<file path="src/rtl/core/baf_pkg.sv">
package baf_pkg;

    localparam int CW = 24;
    localparam int TOL_W = 48;
    localparam int BUD_W = 7;
    localparam int STACK_DEPTH = 7;
    localparam int SP_W = 3;

    typedef enum logic [5:0] {
        ST_IDLE  = 6'b000001,
        ST_EVAL  = 6'b000010,
        ST_TEST  = 6'b000100,
        ST_EMIT  = 6'b001000,
        ST_SPLIT = 6'b010000,
        ST_POP   = 6'b100000
    } state_t;

    typedef struct packed {
        logic load;
        logic eval_start;
        logic split;
        logic pop;
        logic emit;
    } ctrl_cmd_t;

    typedef struct packed {
        logic eval_done;
        logic flat;
        logic stack_empty;
    } ctrl_sts_t;

endpackage

</file>
<file path="src/rtl/core/baf_ctrl.sv">
module baf_ctrl #(
    parameter int MAX_POINTS = 64
) (
    input  logic               aclk,
    input  logic               aresetn,
    input  logic               s_tvalid,
    output logic               s_tready,
    output logic               m_tvalid,
    input  logic               m_tready,
    output logic               m_tlast,
    output baf_pkg::ctrl_cmd_t cmd,
    input  baf_pkg::ctrl_sts_t sts
);
    import baf_pkg::*;

    state_t state_reg, state_next;
    logic [BUD_W-1:0] cnt_reg, cnt_next;
    logic last_reg, last_next;

    always_comb begin
        state_next = state_reg;
        cnt_next = cnt_reg;
        last_next = last_reg;
        cmd = '0;
        case (state_reg)
            ST_IDLE: begin
                if (s_tvalid) begin
                    cmd.load = 1'b1;
                    cnt_next = '0;
                    state_next = ST_EVAL;
                end
            end
            ST_EVAL: begin
                cmd.eval_start = 1'b1;
                state_next = ST_TEST;
            end
            ST_TEST: begin
                if (sts.eval_done) begin
                    if (sts.flat) begin
                        cnt_next = cnt_reg + 1'b1;
                        last_next = sts.stack_empty || (cnt_reg + 1'b1 >= BUD_W'(MAX_POINTS));
                        state_next = ST_EMIT;
                    end else begin
                        state_next = ST_SPLIT;
                    end
                end
            end
            ST_SPLIT: begin
                cmd.split = 1'b1;
                state_next = ST_EVAL;
            end
            ST_EMIT: begin
                if (m_tready) begin
                    state_next = last_reg ? ST_IDLE : ST_POP;
                end
            end
            ST_POP: begin
                cmd.pop = 1'b1;
                state_next = ST_EVAL;
            end
            default: state_next = ST_IDLE;
        endcase
    end

    always_ff @(posedge aclk) begin
        if (!aresetn) begin
            state_reg <= ST_IDLE;
            cnt_reg <= '0;
            last_reg <= 1'b0;
        end else begin
            state_reg <= state_next;
            cnt_reg <= cnt_next;
            last_reg <= last_next;
        end
    end

    assign s_tready = (state_reg == ST_IDLE);
    assign m_tvalid = (state_reg == ST_EMIT);
    assign m_tlast = last_reg;

`ifndef ASSERT_OFF
    a_no_accept_busy: assert property (@(posedge aclk) disable iff (!aresetn)
        (state_reg != ST_IDLE) |-> !s_tready) else $error("accept while busy");
    a_cnt_bound: assert property (@(posedge aclk) disable iff (!aresetn)
        cnt_reg <= BUD_W'(MAX_POINTS)) else $error("point count overflow");
    a_emit_hold: assert property (@(posedge aclk) disable iff (!aresetn)
        (m_tvalid && !m_tready) |=> m_tvalid) else $error("beat dropped");
`endif

endmodule

</file>
<file path="config.mk">
export PLATFORM = sky130hd
export DESIGN_NAME = baf_ctrl
export DESIGN_NICKNAME = d
export VERILOG_FILES = /design/src/rtl/core/baf_pkg.sv /design/src/rtl/core/baf_ctrl.sv
export SDC_FILE = /design/constraint.sdc
export NUM_CORES = 1
export LEC_CHECK = 0
export BUFFER_PORTS_ARGS = -buffer_cell sky130_fd_sc_hd__buf_2
export CELL_PAD_IN_SITES_DETAIL_PLACEMENT = 2
export CELL_PAD_IN_SITES_GLOBAL_PLACEMENT = 2
export CORE_UTILIZATION = 33
export DETAILED_ROUTE_END_ITERATION = 10
export PLACE_DENSITY = 0.82
export SYNTH_ARGS = -nofsm -noshare
export SYNTH_HDL_FRONTEND = slang
export SYNTH_SLANG_ARGS = --single-unit
</file>
<file path="constraint.sdc">
create_clock -name aclk -period 1.9 [get_ports aclk]
set_clock_uncertainty 0.2 [all_clocks]
set_input_delay 0.19 -clock aclk [delete_from_list [all_inputs] [get_ports aclk]]
set_output_delay 0.19 -clock aclk [all_outputs]
set_load 0.02 [all_outputs]
</file>
==> Yosys cells after proc, flatten, opt, wreduce, memory -nomap -nowiden <==
Index checks and enable logic that the tools add are counted.
{ "classes": {"n_addsub": 1, "magnitude_cmp": 1, "eq_ne": 10, "n_mux": 15, "n_reduce_logical": 6} }
{ "op_table": {"columns": ["operator", "count"], "rows": [
  ["$pmux W6 S5", 1],
  ["$mux W6", 4],
  ["$mux W7", 3],
  ["$pmux W7 S2", 1],
  ["$add A7 B1 Y7 const B", 1],
  ["$ge A7 B7 Y1 const B", 1],
  ["$eq A6 B1 Y1 const B", 1],
  ["$eq A6 B2 Y1 const B", 1],
  ["$eq A6 B3 Y1 const B", 1],
  ["$eq A6 B4 Y1 const B", 1],
  ["$eq A6 B5 Y1 const B", 1],
  ["$eq A6 B6 Y1 const B", 1],
  ["$ne A2 B2 Y1 const B", 3],
  ["$reduce_and A3 Y1", 2],
  ["$mux W1", 5],
  ["$mux W5", 1],
  ["$reduce_and A4 Y1", 1],
  ["$ne A2 B1 Y1 const B", 1],
  ["$reduce_bool A2 Y1", 1],
  ["$reduce_or A2 Y1", 1],
  ["$logic_or A1 B1 Y1", 1]
]} }
{ "word_totals": {"register_bits": 14, "in_bits": 7, "output_inout_bits": 8, "word_cells": 36} }

==> Logic depth before layout (Yosys ltp) <==
{ "logic_depth": {"word_depth": 4, "mapped_depth": 6, "depth_no_buf": 4} }

==> Least setup slack after synthesis <==
No wires, ideal clock.
{ "synth_path": {"path_type": "reg2reg", "startpoint": "reg state_reg[4]", "endpoint": "reg last_reg, in the netlist m_tlast", "setup_ns": 0.122, "arrival_ns": 1.404, "required_ns": 1.578, "slack_ns": 0.174, "stages_incl_launch_ff": 6, "n_path_buf": 2, "synth_period_minus_slack_ns": 1.726, "path_cell_list": "dfxtp_1 clkbuf_2 nor4_4 nand4_4 buf_6 o311a_1"} }
{ "synth_via": {"elab_chain_cells": 2} }
{ "synth_lines": {"columns": ["element", "line", "source"], "rows": [
  ["start, declared", "baf_ctrl.sv:16", "state_t state_reg, state_next;"],
  ["start signal, assigned", "baf_ctrl.sv:71", "state_reg <= state_next;"],
  ["$eq A6 B3 Y1", "baf_ctrl.sv:25", "case (state_reg)"],
  ["$reduce_and A3 Y1 (no line)", null, null],
  ["end signal, assigned", "baf_ctrl.sv:73", "last_reg <= last_next;"],
  ["end, declared", "baf_ctrl.sv:18", "logic last_reg, last_next;"]
]} }
No other way between the ends.
A chain may end at the register's enable or synchronous reset.

==> Worst setup path in the final report <==
{ "layout_path": {"startpoint": "reg state_reg[3]", "endpoint": "reg cnt_reg[0]"} }
{ "layout_via": {"elab_chain_cells": 3, "elab_cells_between_ends": 8, "cone_classes": "5 x eq/ne; 1 x mux; 2 x reduce/logical"} }
{ "layout_lines": {"columns": ["element", "line", "source"], "rows": [
  ["$eq A6 B3 Y1 or $eq A6 B1 Y1 (tied branches)", "baf_ctrl.sv:25", null],
  ["$ne A2 B2 Y1 (no line) or $reduce_bool A2 Y1 (tied branches)", null, null],
  ["$reduce_and A4 Y1 (no line)", null, null],
  ["end signal, assigned", "baf_ctrl.sv:72", "cnt_reg <= cnt_next;"],
  ["end, declared", "baf_ctrl.sv:17", "logic [BUD_W-1:0] cnt_reg, cnt_next;"]
]} }
Parallel ways exist; a longest one is shown, timed or not.

==> tab_implementation.tex <==
\begin{tabular}{lr}
\hline
Metric & Value \\
\hline
\multicolumn{2}{l}{\textbf{Timing}} \\
Aggregate negative setup slack & -0.6526 ns \\
Hold Fails Final Rpt & 0 \\
Max frequency & 500.9 MHz \\
RSZ-0062 raised after global routing & yes \\
Number of slew-limit violations in the final report & 0 \\
Setup WS post-layout & -0.09652 ns \\
Ratio of final minimum period to clock period & 105.1\% \\
Number of setup violations in the final report & 14 \\
Crit path time final & 1.997 ns \\
\multicolumn{2}{l}{\textbf{Drt}} \\
Total vias in the final route & around 1,100 \\
Average via count per standard cell & between 6 and 7 \\
Detail-routed net length per standard cell & 26.72 um \\
Remaining antenna violation count after routing & 0 \\
Starting DRC count in detailed routing & 9 \\
Number of DRC violations after detailed routing & 0 \\
Pre-Repair DR Iteration Count & 4 \\
Detailed Route WL & between 4000 and 5000 um \\
\multicolumn{2}{l}{\textbf{Synth}} \\
Average size of a mapped cell & around 9 um\^{}2 \\
Basic-gate share of the synthesized area counting and, or, nand and nor cells & between 30\% and 40\% \\
Synthesized net count & between 100 and 150 \\
Fraction of synthesized cell area taken by the top area cell type & between 30\% and 40\% \\
Synth top area cells & sky130\_fd\_sc\_hd\_\_dfxtp\_1, sky130\_fd\_sc\_hd\_\_nand3\_1, sky130\_fd\_sc\_hd\_\_a2111o\_1 \\
Synth unique cells & 46 \\
Number of storage elements in the synthesis netlist & 14 \\
Synthesized-area fraction occupied by adder cells & 1.401\% \\
Synthesized netlist cell count & 99 \\
Top cell type by total area after synthesis & sky130\_fd\_sc\_hd\_\_dfxtp\_1 \\
Mapped cell area & 893.4 um\^{}2 \\
Multiplexer share of the synthesized area & 0\% \\
Share of the synthesized netlist area taken by xor and xnor gates & slightly below 2\% \\
Post-synthesis compound-gate area fraction & 26.19\% \\
Syn. warnings & 0 \\
Dominant combinational cell family by area after synthesis & simple AND/OR/NAND/NOR gates \\
Sequential cell area fraction in the yosys report & roughly a third \\
\multicolumn{2}{l}{\textbf{Cells and area}} \\
Max FFs per register & 7 \\
Number of diodes & 0 \\
Most common cell after layout, fill and taps aside & sky130\_fd\_sc\_hd\_\_buf\_4 \\
Filler cell count in the final layout & $\sim$250 \\
Synth-to-Final Area Change & 62.89\% \\
Proportion of layout cells with a drive suffix above 1 & about half \\
Commonest non-fill, non-tap cells in the layout & sky130\_fd\_sc\_hd\_\_buf\_4, sky130\_fd\_sc\_hd\_\_buf\_6, sky130\_fd\_sc\_hd\_\_buf\_2, sky130\_fd\_sc\_hd\_\_dfxtp\_1, sky130\_fd\_sc\_hd\_\_nand3\_1 \\
Post-layout instance area & approximately 0.0015 mm\^{}2 \\
Final-stage net count & approximately 160 \\
\multicolumn{2}{l}{\textbf{Floorplan}} \\
Width of the die & approximately 54 um \\
Core outline area & 0.002522 mm\^{}2 \\
Initial standard-cell utilization of the core & 35.42\% \\
Top-level I/O count & 15 \\
Die Outline Area & $\sim$0.0029 mm\^{}2 \\
Row cnt & 18 \\
Die Y & 54.03 um \\
\multicolumn{2}{l}{\textbf{GRT}} \\
Maximum number of pins on one net before global-route repair & 16 \\
Wire length of the first global-routing pass & approximately 5000 um \\
Overflow left after global routing & 0 \\
Vias in the first global route & $\sim$1,000 \\
Antenna violations before repair & 0 \\
All-layer global routing usage & around 25\% \\
\multicolumn{2}{l}{\textbf{Clock tree}} \\
Clock tree sinks & 14 \\
Clock root cell & sky130\_fd\_sc\_hd\_\_clkbuf\_4 \\
CTS Buf Count & 3 \\
Clock network latency to the later pin of the worst-skew pair & 0.30 ns \\
CTS H-tree lvls & 1 \\
CTS tree & yes \\
Number of buffers between clock root and the deepest sink & 2 \\
Clock transition time at the flip-flop clock pins of the worst setup and hold paths & $\sim$0.10 ns \\
\multicolumn{2}{l}{\textbf{Placement}} \\
Dpl hpwl & 1993 um \\
Placer Congestion & a little under 0.8 \\
IO buf count & 13 \\
Total placed instance area & 0.001001 mm\^{}2 \\
\multicolumn{2}{l}{\textbf{Worst setup path}} \\
Worst setup path class & flip-flop to flip-flop \\
Max Fanout on Critical Path & 4 \\
Data required, critical path & approximately 1.9 ns \\
Endpoint kind of the worst setup timing path & flip-flop \\
Endpoint arrival time on the critical path & between 2 and 2.5 ns \\
Startpoint types & flip-flop \\
\multicolumn{2}{l}{\textbf{Outcome}} \\
Violated checks & negative setup slack \\
Run status & complete, but fails checks \\
\multicolumn{2}{l}{\textbf{Power and ir drop}} \\
Overall power consumption & between 0.001 and 0.0015 W \\
Worst ir drop on vdd & around 0.00047 V \\
PwrDens & 697.4 mW/mm\^{}2 \\
Total leakage power & 0.6338 nW \\
\multicolumn{2}{l}{\textbf{Flow run}} \\
Maximum capacitance violations & 0 \\
\multicolumn{2}{l}{\textbf{Min path}} \\
Class of the worst hold path & input port to flip-flop \\
\hline
\end{tabular}
stage by stage:
step / setup WS (ns) / instances / util (%) / hold slack [ns]
6_report: -0.09652 / 176 / 57.69 / 0.07388
2_1_floorplan: 0.1742 / 99 / - / 0.06851
3_3_place_gp: -0.004522 / 142 / 39.68 / 0.2416
5_1_grt: -0.1537 / 176 / 57.69 / 0.07259
4_1_cts: -0.06247 / 157 / 48.51 / 0.02360
3_5_place_dp: -0.1059 / 142 / 39.68 / 0.2393
power by group:
group / total, W / switching, W / internal, W
registers: 0.000344 / 0.0000353 / 0.000308
clock network: 0.000185 / 0.000111 / 0.0000739
logic: 0.000487 / 0.000254 / 0.000232
cell families (layout without fill, tap and decap cells):
group / count (synthesis) / count (layout)
buf+inv: 11 / 57
xor+xnor: 2 / 2
simple gates: 43 / 44
other cells: 1 / 1
flops: 14 / 14
compound gates: 27 / 27
fa+ha+maj: 1 / 1
synthesized netlist by cell type, drive strengths merged:
cell     number
nor2          4
a2bb2oi       1
o211ai        2
a21boi        1
nand4         1
o22ai         1
and3b         2
a21bo         1
and2b         1
a2111oi       1
nand3         7
o311a         1
xor2          1
nand2         8
inv           5
and3          2
o2111ai       3
or2b          1
o221ai        2
xnor2         1
nor2b         3
o21ai         4
o2bb2ai       1
conb          1
ha            1
a2111o        3
a21o          2
a22oi         1
nand2b        3
a41o          1
clkbuf        2
buf           4
nand3b        1
and4          1
nor3          3
dfxtp        14
a21oi         2
or4           2
nor4          4
final timing paths:
path	start	to	slack [ns]	cells past startpoint
setup / recovery	state_reg[3]	cnt_reg[0]	-0.1	8
hold / removal	aresetn	state_reg[0]	0.07	2
setup reg to reg	state_reg[3]	cnt_reg[0]	-0.1	8
hold reg to reg	cnt_reg[4]	cnt_reg[4]	0.32	2
worst max-delay path: stages, from the launching register on:
cell and delay (ns):
sky130_fd_sc_hd__dfxtp_4 0.37, sky130_fd_sc_hd__buf_12 0.13, sky130_fd_sc_hd__nor4_4 0.26, sky130_fd_sc_hd__buf_4 0.18
sky130_fd_sc_hd__nand4_4 0.10, sky130_fd_sc_hd__buf_4 0.17, sky130_fd_sc_hd__buf_2 0.14, sky130_fd_sc_hd__a21o_1 0.18
sky130_fd_sc_hd__a21oi_1 0.17
metal layers:
layer	vias to the layer above	part of all wire, %	track usage [%]
met5	-	0	0
met4	0	2.9	11.97
met3	16	4.2	4.237
met2	42	52	48.97
met1	530	41	25.88
li1	473	-	-
layout make-up:
class                   instances  area (um^2)  share of cell area [%]
clock buffers                   3        22.52                   1.548
well taps                      30        37.54                   2.580
inverters                       5        23.77                   1.634
repair buffers                 49        427.9                   29.41
flip-flops and latches         14        300.3                   20.64
multi-input cells              75        643.1                   44.20
repair_timing:
item	in CTS	in global routing
buffers inserted	8	17
setup endpoints to repair	16	17
cloned	0	2
hold buffers	4	0
hold endpoints to repair	4	0
resized for setup	30	18
pin swaps	5	8
No activity file was read; power rests on OpenSTA's default activity.
